$ cat src/rtl/etps_pkg.sv
// shared types and constants for the event timer period setup block
// no dependencies
`timescale 1ns / 1ps
`default_nettype none
package etps_pkg;

	localparam int unsigned CLOCK_HZ = 16000000;
	localparam int unsigned QUOT_MAX = 16320;
	localparam int unsigned QUOT_W = 14;
	localparam int unsigned TCLK_W = 27;
	localparam int unsigned DVD_W = QUOT_W + TCLK_W;
	localparam int unsigned DSR_W = 32;
	localparam int unsigned CNT_W = 6;
	localparam int unsigned NUM_PRE = 5;
	localparam int unsigned PRE_W = 3;
	localparam logic [DSR_W-1:0] US_PER_S = DSR_W'(1000000);
	localparam int unsigned OUT_BITS = 45;
	localparam int unsigned OUT_TDATA_W = 48;

	// timer clock for each prescaler
	function automatic logic [TCLK_W-1:0] tclk_of(input logic [PRE_W-1:0] idx);
		logic [TCLK_W-1:0] r;
		begin
			unique case (idx)
				3'd0: r = TCLK_W'(CLOCK_HZ / 1);
				3'd1: r = TCLK_W'(CLOCK_HZ / 8);
				3'd2: r = TCLK_W'(CLOCK_HZ / 64);
				3'd3: r = TCLK_W'(CLOCK_HZ / 256);
				3'd4: r = TCLK_W'(CLOCK_HZ / 1024);
				default: r = '0;
			endcase
			return r;
		end
	endfunction

	typedef struct packed {
		logic             start;
		logic [DVD_W-1:0] dividend;
		logic [DSR_W-1:0] divisor;
	} div_req_t;

	typedef struct packed {
		logic             busy;
		logic             done;
		logic [DVD_W-1:0] quot;
		logic [DSR_W-1:0] rem;
	} div_rsp_t;

	typedef enum logic [3:0] {
		ST_IDLE,
		ST_TICK_GO,
		ST_TICK_WAIT,
		ST_SRCH_GO,
		ST_SRCH_WAIT,
		ST_MUL,
		ST_SCALE_GO,
		ST_SCALE_WAIT,
		ST_DONE
	} state_t;

endpackage
`default_nettype wire

$ cat src/rtl/etps_div.sv
// bit-serial restoring divider, one quotient bit per cycle
// depends on etps_pkg
`timescale 1ns / 1ps
`default_nettype none
module etps_div (
	input  wire logic              clk,
	input  wire logic              arst_n,
	input  wire etps_pkg::div_req_t req,
	output etps_pkg::div_rsp_t      rsp
);
	import etps_pkg::*;

	logic [DVD_W-1:0] dvd_q;
	logic [DSR_W-1:0] dsr_q;
	logic [DSR_W-1:0] rem_q;
	logic [CNT_W-1:0] cnt_q;
	logic             busy_q;
	logic             done_q;
	logic [DSR_W:0]   trial;
	logic [DSR_W:0]   diff;
	logic             qbit;

	// one restoring step
	always_comb begin
		trial = {rem_q, dvd_q[DVD_W-1]};
		diff  = trial - {1'b0, dsr_q};
		qbit  = (trial >= {1'b0, dsr_q});
	end

	// control
	always_ff @(posedge clk or negedge arst_n) begin
		if (!arst_n) begin
			busy_q <= 1'b0;
			done_q <= 1'b0;
			cnt_q  <= '0;
		end else begin
			done_q <= 1'b0;
			if (req.start) begin
				busy_q <= 1'b1;
				cnt_q  <= '0;
			end else if (busy_q) begin
				cnt_q <= cnt_q + 1'b1;
				if (cnt_q == CNT_W'(DVD_W - 1)) begin
					busy_q <= 1'b0;
					done_q <= 1'b1;
				end
			end
		end
	end

	// datapath
	always_ff @(posedge clk) begin
		if (req.start) begin
			dvd_q <= req.dividend;
			dsr_q <= req.divisor;
			rem_q <= '0;
		end else if (busy_q) begin
			dvd_q <= {dvd_q[DVD_W-2:0], qbit};
			rem_q <= qbit ? diff[DSR_W-1:0] : trial[DSR_W-1:0];
		end
	end

	assign rsp.busy = busy_q;
	assign rsp.done = done_q;
	assign rsp.quot = dvd_q;
	assign rsp.rem  = rem_q;

endmodule
`default_nettype wire

$ cat src/rtl/event_timer_period_setup.sv
// event timer period setup: divisor search, prescaler pick and event tick counter
// depends on etps_pkg and etps_div
//
// channel  dir  tdata                                      tuser
// s_axis   in   micros[31:0]                               func
// m_axis   out  ok, prescale_sel, compare_value,           -
//               event_ceiling, event_fire (48 bits)
//
// every division runs in a shared bit-serial divider: a load, one shift per dividend bit, then done
// tick beat: a divider pass for (count + 1) mod ceiling; the next beat is accepted only back in idle
// program beat: a divider pass per divisor candidate (16320 down to 2, up to 16319 tries)
// plus a multiply and a divider pass per prescaler tried (up to five)
// reset sets ceiling 1, count 0, timer stopped; a stalled result holds the block in done
`timescale 1ns / 1ps
`default_nettype none
module event_timer_period_setup (
	input  wire logic        clk,
	input  wire logic        arst_n,
	input  wire logic        s_tvalid,
	output logic             s_tready,
	input  wire logic [31:0] s_tdata,  // micros[31:0]
	input  wire logic        s_tuser,  // func
	output logic             m_tvalid,
	input  wire logic        m_tready,
	output logic [etps_pkg::OUT_TDATA_W-1:0] m_tdata
	// m_tdata: ok[0], prescale_sel[3:1], compare_value[11:4], event_ceiling[43:12],
	// event_fire[44], zero pad
);
	import etps_pkg::*;

	state_t state_q, state_d;

	logic [31:0]       period_q;
	logic [QUOT_W-1:0] cand_q;
	logic [QUOT_W-1:0] quot_q;
	logic [PRE_W-1:0]  pre_q;
	logic [DVD_W-1:0]  prod_q;
	logic [31:0]       ceiling_q;
	logic [31:0]       count_q;
	logic [PRE_W-1:0]  sel_q;
	logic [7:0]        cmp_q;
	logic              ok_q;
	logic              fire_q;
	logic              mvalid_q;
	logic [OUT_BITS-1:0] mdata_q;

	div_req_t dreq;
	div_rsp_t drsp;
	logic     cnt_fits;
	logic     out_free;

	etps_div u_div (
		.clk   (clk),
		.arst_n(arst_n),
		.req   (dreq),
		.rsp   (drsp)
	);

	assign cnt_fits = (drsp.quot[DVD_W-1:8] == '0) && (drsp.quot[7:0] != 8'd0);
	assign out_free = !mvalid_q || m_tready;
	assign s_tready = (state_q == ST_IDLE);

	// divider operands by state
	always_comb begin
		dreq.start    = 1'b0;
		dreq.dividend = '0;
		dreq.divisor  = US_PER_S;
		unique case (state_q)
			ST_TICK_GO: begin
				dreq.start    = 1'b1;
				dreq.dividend = DVD_W'({1'b0, count_q} + 33'd1);
				dreq.divisor  = ceiling_q;
			end
			ST_SRCH_GO: begin
				dreq.start    = 1'b1;
				dreq.dividend = DVD_W'(period_q);
				dreq.divisor  = DSR_W'(cand_q);
			end
			ST_SCALE_GO: begin
				dreq.start    = 1'b1;
				dreq.dividend = prod_q;
				dreq.divisor  = US_PER_S;
			end
			default: ;
		endcase
	end

	// next state
	always_comb begin
		state_d = state_q;
		unique case (state_q)
			ST_IDLE: begin
				if (s_tvalid) begin
					if (s_tuser)
						state_d = ST_TICK_GO;
					else if (s_tdata <= 32'(QUOT_MAX))
						state_d = ST_MUL;
					else
						state_d = ST_SRCH_GO;
				end
			end
			ST_TICK_GO:   state_d = ST_TICK_WAIT;
			ST_TICK_WAIT: if (drsp.done) state_d = ST_DONE;
			ST_SRCH_GO:   state_d = ST_SRCH_WAIT;
			ST_SRCH_WAIT: begin
				if (drsp.done) begin
					if (drsp.rem == '0 || cand_q == QUOT_W'(2))
						state_d = ST_MUL;
					else
						state_d = ST_SRCH_GO;
				end
			end
			ST_MUL:       state_d = ST_SCALE_GO;
			ST_SCALE_GO:  state_d = ST_SCALE_WAIT;
			ST_SCALE_WAIT: begin
				if (drsp.done) begin
					if (cnt_fits || pre_q == PRE_W'(NUM_PRE - 1))
						state_d = ST_DONE;
					else
						state_d = ST_MUL;
				end
			end
			ST_DONE:      if (out_free) state_d = ST_IDLE;
			default:      state_d = ST_IDLE;
		endcase
	end

	always_ff @(posedge clk or negedge arst_n) begin
		if (!arst_n)
			state_q <= ST_IDLE;
		else
			state_q <= state_d;
	end

	// timer state and per-beat work registers
	always_ff @(posedge clk or negedge arst_n) begin
		if (!arst_n) begin
			ceiling_q <= 32'd1;
			count_q   <= '0;
			sel_q     <= '0;
			cmp_q     <= '0;
			ok_q      <= 1'b0;
			fire_q    <= 1'b0;
		end else begin
			unique case (state_q)
				ST_IDLE: begin
					if (s_tvalid) begin
						ok_q   <= 1'b0;
						fire_q <= s_tuser && (count_q == '0);
						if (!s_tuser && s_tdata <= 32'(QUOT_MAX))
							ceiling_q <= 32'd1;
					end
				end
				ST_TICK_WAIT: if (drsp.done) count_q <= drsp.rem;
				ST_SRCH_WAIT: begin
					if (drsp.done) begin
						if (drsp.rem == '0)
							ceiling_q <= drsp.quot[31:0];
						else if (cand_q == QUOT_W'(2))
							ceiling_q <= period_q;
					end
				end
				ST_SCALE_WAIT: begin
					if (drsp.done && cnt_fits) begin
						ok_q  <= 1'b1;
						sel_q <= pre_q + 1'b1;
						cmp_q <= drsp.quot[7:0];
					end
				end
				default: ;
			endcase
		end
	end

	// search and scale work registers
	always_ff @(posedge clk) begin
		unique case (state_q)
			ST_IDLE: begin
				period_q <= s_tdata;
				cand_q   <= QUOT_W'(QUOT_MAX);
				quot_q   <= s_tdata[QUOT_W-1:0];
				pre_q    <= '0;
			end
			ST_SRCH_WAIT: begin
				if (drsp.done) begin
					if (drsp.rem == '0)
						quot_q <= cand_q;
					else if (cand_q == QUOT_W'(2))
						quot_q <= QUOT_W'(1);
					else
						cand_q <= cand_q - 1'b1;
				end
			end
			ST_MUL:  prod_q <= DVD_W'(quot_q) * DVD_W'(tclk_of(pre_q));
			ST_SCALE_WAIT: if (drsp.done && !cnt_fits) pre_q <= pre_q + 1'b1;
			default: ;
		endcase
	end

	// output register
	always_ff @(posedge clk or negedge arst_n) begin
		if (!arst_n)
			mvalid_q <= 1'b0;
		else if (state_q == ST_DONE && out_free)
			mvalid_q <= 1'b1;
		else if (m_tready)
			mvalid_q <= 1'b0;
	end

	always_ff @(posedge clk) begin
		if (state_q == ST_DONE && out_free)
			mdata_q <= {fire_q, ceiling_q, cmp_q, sel_q, ok_q};
	end

	assign m_tvalid = mvalid_q;
	assign m_tdata  = {{(OUT_TDATA_W - OUT_BITS){1'b0}}, mdata_q};

	// checks
	a_ceiling_nonzero: assert property (@(posedge clk) disable iff (!arst_n)
		ceiling_q != '0) else $error("event ceiling became zero");
	a_sel_range: assert property (@(posedge clk) disable iff (!arst_n)
		sel_q <= PRE_W'(NUM_PRE)) else $error("clock select out of range");
	a_ok_fire_excl: assert property (@(posedge clk) disable iff (!arst_n)
		m_tvalid |-> !(mdata_q[0] && mdata_q[OUT_BITS-1]))
		else $error("ok and event fire in one beat");
	a_div_idle_on_start: assert property (@(posedge clk) disable iff (!arst_n)
		dreq.start |-> !drsp.busy) else $error("divider started while busy");

endmodule
`default_nettype wire
$ cat config.mk
export PLATFORM = sky130hd
export DESIGN_NAME = event_timer_period_setup
export DESIGN_NICKNAME = d
export VERILOG_FILES = /design/src/rtl/etps_pkg.sv /design/src/rtl/etps_div.sv /design/src/rtl/event_timer_period_setup.sv
export SDC_FILE = /design/constraint.sdc
export NUM_CORES = 1
export LEC_CHECK = 0
export BUFFER_PORTS_ARGS = -buffer_cell sky130_fd_sc_hd__buf_2
export CORE_AREA = 2 2 223 225
export CTS_BUF_LIST = sky130_fd_sc_hd__clkbuf_16
export CTS_CLUSTER_SIZE = 40
export DETAILED_ROUTE_END_ITERATION = 8
export DIE_AREA = 0 0 225 227
export PLACE_DENSITY = 0.71
export SYNTH_ARGS = -nofsm -noshare
export SYNTH_HDL_FRONTEND = slang
export SYNTH_SLANG_ARGS = --single-unit
$ cat constraint.sdc
create_clock -name clk -period 21 [get_ports clk]
set_input_delay 4.2 -clock clk [delete_from_list [all_inputs] [get_ports clk]]
set_output_delay 4.2 -clock clk [all_outputs]
set_load 0.01 [all_outputs]
After elaboration in Yosys (flattened, before gate mapping)
Cells that the tools add are included.
Word-level totals
  logic and storage cells: 129
  register bits after elaboration: 344
  input bits: 37
Cells by class
  mux-type cells: 45
  magnitude comparators: 2
  multipliers: 1
  reductions and logical operators: 31
  add/subtract/negate cells: 5
  eq/ne operators: 25
Operators with widths (count)
  one-hot mux 74 bit (3 select lines): 1
  two-way mux 32 bit: 6
  one-hot mux 24 bit (5 select lines): 1
  two-way mux 14 bit: 6
  two-way mux 41 bit: 2
  zero test 32 bit: 2
  one-hot mux 32 bit (2 select lines): 1
  one-hot mux 14 bit (2 select lines): 2
  multiplier 14 x 27 -> 41 bit: 1
  one-hot mux 4 bit (9 select lines): 1
  adder 32 x 1 -> 33 bit (second input constant): 1
  greater-or-equal comparator 33 x 32 -> 1 bit: 1
  zero test 33 bit: 1
  <= comparator 32 x 14 -> 1 bit (second input constant): 1
  subtractor 32 bit: 1
  two-way mux 27 bit: 1
  two-way mux 4 bit: 6
  == test 4 x 3 -> 1 bit (second input constant): 4
  == test 14 x 2 -> 1 bit (second input constant): 1
  subtractor 14 x 1 -> 14 bit (second input constant): 1
  two-way mux 3 bit: 4
  two-way mux 6 bit: 2
  inequality test 2 bit (second input constant): 6
  two-way mux 1 bit: 10
  24 further kinds: 46

Longest topological paths before layout
  depth in word-level cells: 6
  gate-level depth with buffers: 31

Modules after synthesis
From an unflattened synthesis, not the netlist that was laid out.
Unflattened totals
  cells, all modules: 2564
  area, all modules: 26888.3 µm²
Modules (own cells, without submodules)
  event_timer_period_setup: cells an instance 1967, instances 1, area each 20519.7 µm²
  etps_div: cells an instance 597, instances 1, area each 6368.6 µm²

Worst setup path before layout
Ideal clock, no wire load.
  path type: register -> register
  start: register pre_q[2]
  end: register prod_q[38], data pin
  data required time: 20.741 ns
  setup slack: 13.666 ns
  arrival time: 7.075 ns
  period minus slack after synthesis: 7.334 ns
  stages on the path, launching flop included: 29
  setup time: 0.259 ns
  buffers on the path: 3
  path through: edfxtp_1 clkbuf_1 inv_1 clkbuf_1 ha_1 a211oi_1 o21ai_0 clkbuf_1 and2_1 fa_1 inv_1 fa_1 inv_1 fa_1 fa_1 fa_1 inv_1 fa_1 inv_1 ha_1 o21ai_2 a2111o_1 a31o_1 or4_4 o22ai_2 a21boi_2 o21ai_2 a31oi_1 xnor2_1
On the way
  longest elaborated chain between the ends: 4
  elaborated cells on any way between the ends: 8
  classes of those cells: mul (1); eq/ne (4); mux (2); reduce/logical (1)
Ends and longest elaborated chain
  start: declaration: RTL line event_timer_period_setup.sv:36  | logic [PRE_W-1:0] pre_q;
  start signal: assignment: RTL line event_timer_period_setup.sv:195  | ST_SCALE_WAIT: if (drsp.done && !cnt_fits) pre_q <= pre_q + 1'b1;
  == test 3 bit, or another cell as far along: RTL line etps_pkg.sv:24  | unique case (idx)
  one-hot mux 24 bit (5 select lines) *: RTL line etps_pkg.sv:24
  two-way mux 27 bit *: RTL line event_timer_period_setup.sv:177  | unique case (state_q)
  multiplier 14 x 27 -> 41 bit *: RTL line event_timer_period_setup.sv:194  | ST_MUL: prod_q <= DVD_W'(quot_q) * DVD_W'(tclk_of(pre_q));
  end signal: assignment: RTL line event_timer_period_setup.sv:194
  end: declaration: RTL line event_timer_period_setup.sv:37  | logic [DVD_W-1:0] prod_q;
Mark *: on every way between the ends. The rest lies on a longest branch, timed or not. The select of a mux whose other input is x is not followed.
A chain may end at the register's enable or synchronous reset.

Worst setup path after layout
Same ends and word-level chain as after synthesis.

==> results.yml <==
run_status:
  status: "completed"
grt:
  grt_pass1_vias: 19598
  grt_max_degree: 74
  antenna_found_initial: 2
  grt_pass1_wl_mm: 111
  met3_usage: 0.0303
  grt.total_usage: 0.282
  busiest_layer: "met2"
  grt_use_met1: 0.382
  grt-ovfl-total: 0
  grtUsageMet2: 0.471
timing:
  finalHoldViolCount: 0
  setup_violations: 0
  rsz0062_at_grt: "false"
  slew_headroom: 0.207
  finalClockSkew_ns: 0.0142
  min_period_ns: 8.15
  tightestPinTransition_ns: 1.19
  tns_ns: 0
  maxSlewViolCount: 0
  holdWs_ns: 0.452
  max_freq_ghz: 0.123
  finalCritPeriodShare: 0.388
worst_hold_path:
  worstHoldEndpoint: "mdata_q[3]"
  hold_path_class: "reg -> reg"
  min_from: "sel_q[2]"
  hold-path-cell-count: 0
placement:
  gp_congestion: 0.959
  place_inst: 3209
  io_buffer_count: 83
  dp_hpwl_mm: 54.6
  postPlaceCellArea_sq_mm: 0.0275
yosys:
  synth_top_cell_area_share: 0.251
  synth_largest_area_cell: "edfxtp_1"
  postSynth.topFlopCell: "edfxtp_1"
  synth-edff-count: 222
  async_flop_share: 0.262
  ys_ff_latch: 344
  yosys_warnings: 0
  synth.cell_area_sq_mm: 0.0265
  synth_cells: 2593
  synth_area_per_cell_sq_um: 10.2
  synth-seq-area-share: 0.360
  synth.area.top_cells: "edfxtp_1, fa_1, ha_1"
  synth_cell_types: 80
clocking:
  clk_latency_ns: 0.53
  cts-root-buf: "clkbuf_16"
  hold_buffers: 0
  cts.reportedPaths.clkPinSlew_ns: 0.07
  cts-htree-levels: 2
  cts_tree: "built"
  clock_sinks: 344
  cts_buffer_depth: 3
  post_cts_buffers: 0
  numCtsBuffers: 35
  cts_resized: 0
layout:
  utilization: 0.590
  finalNetCount: 3068
  drive_gt1_frac: 0.0962
  areaGrowthSynthToFinish_pct: 7.93
  final_cells: 3272
  antennaDiodeCount: 0
  final_cell_area_sq_mm: 0.0286
die:
  die_area_sq_mm: 0.0511
  rows: 81
  start_util: 0.547
  fp.coreArea_sq_mm: 0.0485
  dieWidth_microns: 225
  die_h_microns: 227
  io_pins: 87
power:
  swShare: 0.306
  internal-power_mw: 1.30
  leakage_nw: 13.4
  pwr-share-comb: 0.254
  p_sw_mw: 0.575
  peakVddDrop_mv: 0.0452
  pwr-share-seq: 0.406
  power-per-cell-area_mw_per_mm2: 65.6
  clkPwrFrac: 0.340
critical_path:
  worst-path-buf-inv: 4
  rr_startpoint: "pre_q[2]"
  reg2reg_depth: 24
  critical_path.max_fanout: 19
  required_ns: 21.27
  endpoint_kind: "flop"
  cp_top_family: "adder cells"
  crit_path_cell_trace: "inv_1 -> ha_1 -> a211oi_1 -> o21ai_1 -> nand2_1 -> fa_1 -> fa_1 -> inv_1 -> fa_1 -> fa_1 -> fa_1 -> inv_1 -> fa_1 -> inv_1 -> ha_1 -> nand2_1 -> a2111o_1 -> a31o_1 -> or4_4 -> o22ai_2 -> a21boi_2 -> o21ai_2 -> a31oi_1 -> xnor2_1"
  path_class: "reg -> reg"
  cpMaxStageDelayCell: "o21ai_1"
  critPathMaxStageDelay_ns: 0.83
  timing.critical_path.from_type: "flop"
  critPathArrivalTime_ns: 8.43
  reg2reg_to: "prod_q[38]"
  r2r_slack_ns: 12.85
  cp_common_cell: "fa_1"
  critical_path.startpoint: "pre_q[2]"
detailed_routing:
  wl_per_cell_microns: 21.6
  wirelength_mm: 70.6
  routed-via-count: 19521
  vias_per_cell: 5.97
  ant_nets: 0
  drtIter0Drc: 1816
  dr.pass1.iters: 6
  drc: 0
flow_run:
  cap_violations: 0
==> how the worst max path moves through the flow <==
stage,to,slack (ns),cells after the start
floorplan,prod_q[38],13.67,28
global placement,prod_q[38],13.15,24
detailed placement,prod_q[38],12.83,24
CTS,prod_q[38],12.83,24
global route,prod_q[38],12.40,24
finish,prod_q[38],12.85,24
==> power groups by stage <==
stage	registers, mW	clock network [mW]	logic [mW]
after floorplan	0.769	0	0.353
final	0.763	0.639	0.477
after global routing	0.764	0.672	0.538
after CTS	0.763	0.647	0.477
after detailed placement	0.777	0	0.472
after global placement	0.776	0	0.472
==> kinds of logic after synthesis <==
group / share of synthesized area
other: 0.000141
xor gates and xnor gates: 0.0327
buffers and inverters: 0.0676
muxes: 0.0428
AOI/OAI and AO/OA: 0.107
adders and majority gates: 0.254
DFF: 0.360
and+or+nand+nor: 0.136
==> flip-flops by register name, summed over array words and instances, names as in the netlist, 6 cells and up <==
signal and cells:
period_q 32, u_div.rem_q 32, u_div.dvd_q 41, prod_q 41, cmp_q 8, count_q 32
cand_q 14, u_div.cnt_q 6, ceiling_q 32, quot_q 14, u_div.dsr_q 32, mdata_q 45
==> metrics by stage <==
step	setup slack, ns	power (mW)
6_report	12.85	1.88
3_3_place_gp	13.15	1.25
4_1_cts	12.83	1.89
3_5_place_dp	12.83	1.25
2_1_floorplan	13.67	1.12
5_1_grt	12.40	1.97
==> worst reg2reg max path: stages (launching register included) <==
cell and delay [ns]:
edfxtp_1 0.61, inv_1 0.36, ha_1 0.25, a211oi_1 0.08
o21ai_1 0.83, nand2_1 0.18, fa_1 0.49, fa_1 0.52
inv_1 0.05, fa_1 0.46, fa_1 0.51, fa_1 0.54
inv_1 0.05, fa_1 0.49, inv_1 0.04, ha_1 0.43
nand2_1 0.17, a2111o_1 0.38, a31o_1 0.24, or4_4 0.48
o22ai_2 0.21, a21boi_2 0.11, o21ai_2 0.15, a31oi_1 0.11
xnor2_1 0.14
==> cells in the mapped netlist (5+ instances only) <==
master,count
a211oi_1,23
dfrtp_1,89
mux2_2,43
a22oi_1,26
a31oi_1,9
a21o_1,34
clkbuf_1,93
and3_1,41
buf_1,5
edfxtp_1,222
and2_1,91
o21bai_1,9
a221oi_1,9
a21oi_1,121
xnor2_1,55
ha_1,186
nand3b_1,5
or3_1,5
mux2i_1,65
or2_2,8
o22ai_1,5
fa_1,221
o31ai_2,18
buf_2,8
o211ai_1,6
nand4_1,22
nand2b_1,15
o21a_1,8
dfxtp_1,32
nor2b_1,18
xor2_1,44
inv_1,351
o21ai_1,5
nand2_1,253
nor3_1,20
nor2_1,147
o31ai_1,18
a2111oi_0,5
nand3_1,67
o21ai_0,92
nor4_1,33
==> final cells by class <==
cell class	instances	area (sq um)
inverter	352	1320
clock buffer	37	926
multi-input combinational	1786	15200
clock inverter	26	239
tap	622	778
timing repair buffer	105	583
sequential	344	9560
fill	4066	19900
==> cells in the final DEF (no fill, tap or decap), drive strengths merged, types with 14 or more instances in the layout <==
cell type,count
and2,91
xnor2,55
nor2b,18
xor2,44
mux2,43
and3,42
fa,221
nor3,21
inv,357
a22oi,26
nand3,67
o21ai,100
nand2b,15
dfxtp,32
clkbuf,37
mux2i,65
nor2,147
buf,105
o31ai,36
a21oi,121
nand2,253
nand4,22
a21o,34
edfxtp,222
nor4,34
dfrtp,89
a211oi,23
ha,186
clkinv,14
==> routing by layer <==
layer	routed length (microns)	up-vias
met1	29200	9720
li1	-	8858
met5	15	-
met3	4400	178
met4	3060	2
met2	34000	763
Note: power is estimated with default switching activity, not from simulation.
